File: src/rtl/ipc_pkg.sv
// Shared types and constants of the interactivity priority calculator.
// No dependencies; used by ipc_cfg and the top level.
package ipc_pkg;

	localparam int unsigned ADDR_W = 3;
	localparam int unsigned DATA_W = 8;
	localparam int unsigned TIME_W = 32;
	localparam int unsigned SCORE_W = 8;
	localparam int unsigned PROD_W = 16;

	typedef enum logic [ADDR_W-1:0] {
		REG_THRESHOLD = 3'd0,
		REG_PRI_MIN   = 3'd1,
		REG_PRI_MAX   = 3'd2,
		REG_BATCH_BASE = 3'd3,
		REG_BATCH_RANGE = 3'd4
	} reg_idx_t;

	typedef struct packed {
		logic [6:0] threshold;
		logic [7:0] pri_min;
		logic [7:0] pri_max;
		logic [7:0] batch_base;
		logic [7:0] batch_range;
	} cfg_t;

	// Task fields carried alongside the ratio divider pipeline.
	typedef struct packed {
		logic        tshare;
		logic        ticks;
		logic [5:0]  nice;
		logic [7:0]  tickp;
		logic [7:0]  lent;
		logic        early;
		logic        run_gt;
		logic        run_eq;
		logic        run_nz;
	} side_t;

	typedef struct packed {
		logic [TIME_W-1:0] lesser;
		side_t             side;
	} side1_t;

	typedef struct packed {
		logic               tshare;
		logic [SCORE_W-1:0] score;
		logic               inter;
		logic               neg;
		logic [7:0]         bpri;
		logic [7:0]         lent;
	} side3_t;

endpackage

File: src/rtl/ipc_cfg.sv
// Configuration register file of the interactivity priority calculator.
// Depends on ipc_pkg.
module ipc_cfg (
	input  logic                         clk,
	input  logic                         arst_n,
	input  logic                         wr_en,
	input  logic [ipc_pkg::ADDR_W-1:0]   wr_idx,
	input  logic [ipc_pkg::DATA_W-1:0]   wr_data,
	output ipc_pkg::cfg_t                cfg
);
	import ipc_pkg::*;

	cfg_t cfg_q;

	always_ff @(posedge clk or negedge arst_n) begin
		if (!arst_n) begin
			cfg_q.threshold   <= 7'd30;
			cfg_q.pri_min     <= 8'd120;
			cfg_q.pri_max     <= 8'd135;
			cfg_q.batch_base  <= 8'd156;
			cfg_q.batch_range <= 8'd48;
		end else if (wr_en) begin
			case (reg_idx_t'(wr_idx))
				REG_THRESHOLD:   cfg_q.threshold   <= wr_data[6:0];
				REG_PRI_MIN:     cfg_q.pri_min     <= wr_data;
				REG_PRI_MAX:     cfg_q.pri_max     <= wr_data;
				REG_BATCH_BASE:  cfg_q.batch_base  <= wr_data;
				REG_BATCH_RANGE: cfg_q.batch_range <= wr_data;
				default: ;
			endcase
		end
	end

	assign cfg = cfg_q;

endmodule

File: config.mk
export PLATFORM = sky130hd
export DESIGN_NAME = ipc_cfg
export DESIGN_NICKNAME = d
export VERILOG_FILES = /design/src/rtl/ipc_pkg.sv /design/src/rtl/ipc_cfg.sv
export SDC_FILE = /design/constraint.sdc
export NUM_CORES = 1
export LEC_CHECK = 0
export BUFFER_PORTS_ARGS = -buffer_cell sky130_fd_sc_hd__buf_4
export CORE_ASPECT_RATIO = 1.25
export CORE_MARGIN = 2
export CORE_UTILIZATION = 43
export CTS_CLUSTER_SIZE = 28
export DETAILED_ROUTE_END_ITERATION = 7
export GPL_TIMING_DRIVEN = 0
export HOLD_SLACK_MARGIN = 0.05
export PLACE_DENSITY_LB_ADDON = 0.08
export SETUP_SLACK_MARGIN = 0.05
export SYNTH_ARGS = -nofsm -noshare
export SYNTH_HDL_FRONTEND = slang
export SYNTH_SLANG_ARGS = --single-unit
File: constraint.sdc
create_clock -name clk -period 1 [get_ports clk]
set_clock_uncertainty 0.05 [all_clocks]
set_input_delay 0.1 -clock clk [delete_from_list [all_inputs] [get_ports clk]]
set_output_delay 0.1 -clock clk [all_outputs]
set_load 0.02 [all_outputs]
==> impl_metrics.py <==
metrics = {
    "timing": {
        "rsz0062_at_grt": "yes",
        "fin_ws_ps": -95.44,
        "hold_viol": 0,
        "clock.fmax_mhz": 912.9,
        "worstMarginPinSlew_ps": 486.3,
        "slew_headroom": 0.6758,
        "finalSetupViolCount": 18,
        "period_minus_slack_ps": 1095,
        "fin_crit_sh": 1.095,
        "slew_violations": 0,
    },
    "cells_and_area": {
        "final_common_cell": "buf_6",
        "final_cell_mix": "buf_6 (48), mux2_2 (25), dfrtp_1 (21)",
        "drive_above_1_share": 0.8155,
        "syn2layout_area_growth_pct": 61.28,
        "multi_input_area_um2": 568.0,
        "largest_reg_flops": 39,
        "diodes": 0,
        "nets": 181,
        "regArea_um2": 998.5,
        "nFillCells": 246,
        "post-route-util": 0.7166,
    },
    "synth": {
        "avgSynthCellArea_um2": 18.00,
        "syn-cell-area_um2": 1548,
        "ys_warn_count": 0,
        "synth_nets": 100,
        "syn_inst": 86,
        "ys_ff_latch": 39,
        "seq_area_frac_synth": 0.6451,
        "synth_cell_types": 7,
    },
    "worst_setup_path": {
        "critical-path-max-stage-delay_ps": 540,
        "critical_path.cell_chain": "buf_6",
        "crit_family": "flip-flops",
        "crit_slowest_cell": "dfstp_2",
        "critical_path_required_ps": 850,
        "critPathMaxFanout": 2,
        "crit_type": "flip-flop to primary output",
        "critical_path_buf_inv_count": 1,
        "r2r_start": "cfg[7]",
        "crit_start": "cfg[17]",
        "arrival_ps": 950,
        "crit_path_end_kind": "primary output",
        "critPathLaunchType": "flip-flop",
    },
    "clock_tree": {
        "clock_latency_ps": 280,
        "cts.clk_slew.worst_paths_ps": 80,
        "htreeDepth": 2,
        "cts_tree": "yes",
        "root_buffer": "clkbuf_8",
        "cts_buffers": 5,
        "clock_sinks": 39,
        "clockBufferDepth": 2,
    },
    "routing": {
        "routed_via_density": 4.971,
        "dr.pass1.iters": 3,
        "post_drt_wl_per_cell_um": 16.68,
        "vias": 1029,
        "ant_nets": 0,
        "drtIter0Drc": 23,
        "drc": 0,
        "wl_um": 3453,
    },
    "power_and_ir_drop": {
        "p_leak_nw": 1.144,
        "switching_share": 0.2907,
        "switchingPower_mw": 1.584,
        "powerDensity_nw_per_um2": 2183,
        "clkPwrFrac": 0.212,
        "power_frac_comb": 0.366,
        "pwr-share-seq": 0.423,
        "p_int_mw": 3.866,
        "irDropWorstVdd_v": 0.001429,
    },
    "floorplan": {
        "die_x_um": 57.66,
        "start_util": 0.4443,
        "placementRows": 24,
        "core-area_um2": 3483,
        "die_h_um": 71.08,
        "io_pins": 53,
        "dieArea_um2": 4098,
    },
    "place": {
        "pre_cts_ws_ps": -412.2,
        "portBuffers": 52,
        "place.gp.congestion": 0.6287,
        "dp_hpwl_um": 2158,
    },
    "global_route": {
        "grt_pass1_vias": 1047,
        "grt_start_max_net_pins": 40,
        "grt_overflow": 0,
        "grt_usage": 0.1812,
        "grt_antenna_before_repair": 0,
        "grt_pass1_wl_um": 5423,
    },
    "status": {
        "status": "complete, but fails checks",
        "violations": "setup timing",
    },
    "flow_run": {
        "cap_violations": 0,
    },
    "min_path": {
        "hold_class": "input pin to async pin",
    },
}
## cell usage after synthesis
library cell   n  share of area
and4bb_2       3          0.024
buf_6          3          0.022
dfrtp_1       21           0.34
dfstp_2       18           0.31
mux2_2        39           0.28
nand4b_2       1         0.0097
nor4b_4        1          0.015
## final cells by class
type                       instances  area share
timing repair buffer              74      0.2992
tap                               39     0.01955
clock buffer                       8     0.04010
multi-input combinational         44      0.2276
buffer                             3     0.01353
sequential                        39      0.4000
## final timing paths
path                       endpoint  slack (ps)  depth (start not counted)
setup / recovery            cfg[17]        -100                          1
hold / removal              cfg[31]         260                          2
setup reg to reg             cfg[7]          40                          2
hold reg to reg             cfg[32]         480                          1
max in group asynchronous   cfg[27]         270                          2
min in group clk            cfg[37]         320                          4
## power groups by stage
| stage | registers [mW] | logic, mW | clock network, mW |
|---|---|---|---|
| 2_1_floorplan | 2.69 | 0.416 | 0 |
| 3_3_place_gp | 2.24 | 1.55 | 0 |
| 3_5_place_dp | 2.26 | 1.58 | 0 |
| 4_1_cts | 2.30 | 1.97 | 1.18 |
| 5_1_grt | 2.35 | 2.09 | 1.27 |
| 6_report | 2.30 | 1.99 | 1.15 |
## what timing repair did
item | 4_1_cts | 5_1_grt
endpoints found under the setup margin | 46 | 48
pin swaps | 1 | 0
hold buffers | 9 | 0
endpoints found under the hold margin | 60 | 0
buffers inserted | 11 | 2
gates resized for setup | 42 | 3
## layer usage
metal	vias up	routed length, µm	GRT usage
li1	468	-	-
met1	522	1463	0.2337
met2	34	1757	0.2854
met3	5	186	0.06033
met4	0	46	0.06202
met5	-	0	0
## cell families after synthesis
group	synth area share
and+or+nand+nor	0.04931
DFF	0.6451
buffers and inverters	0.02183
muxes	0.2838
## through the flow
stage	total power, mW	area, µm²	instances	TNS, ps	hold slack (ps)
floorplan	3.105	1600	86	-342.1	-245.6
global placement	3.796	2039	177	-8155	34.79
detailed placement	3.839	2039	177	-8464	46.44
CTS	5.440	2470	205	-1742	283.5
global route	5.705	2496	207	-2370	295.4
finish	5.450	2496	207	-1558	264.8
Note: power is estimated with default switching activity, not from simulation.
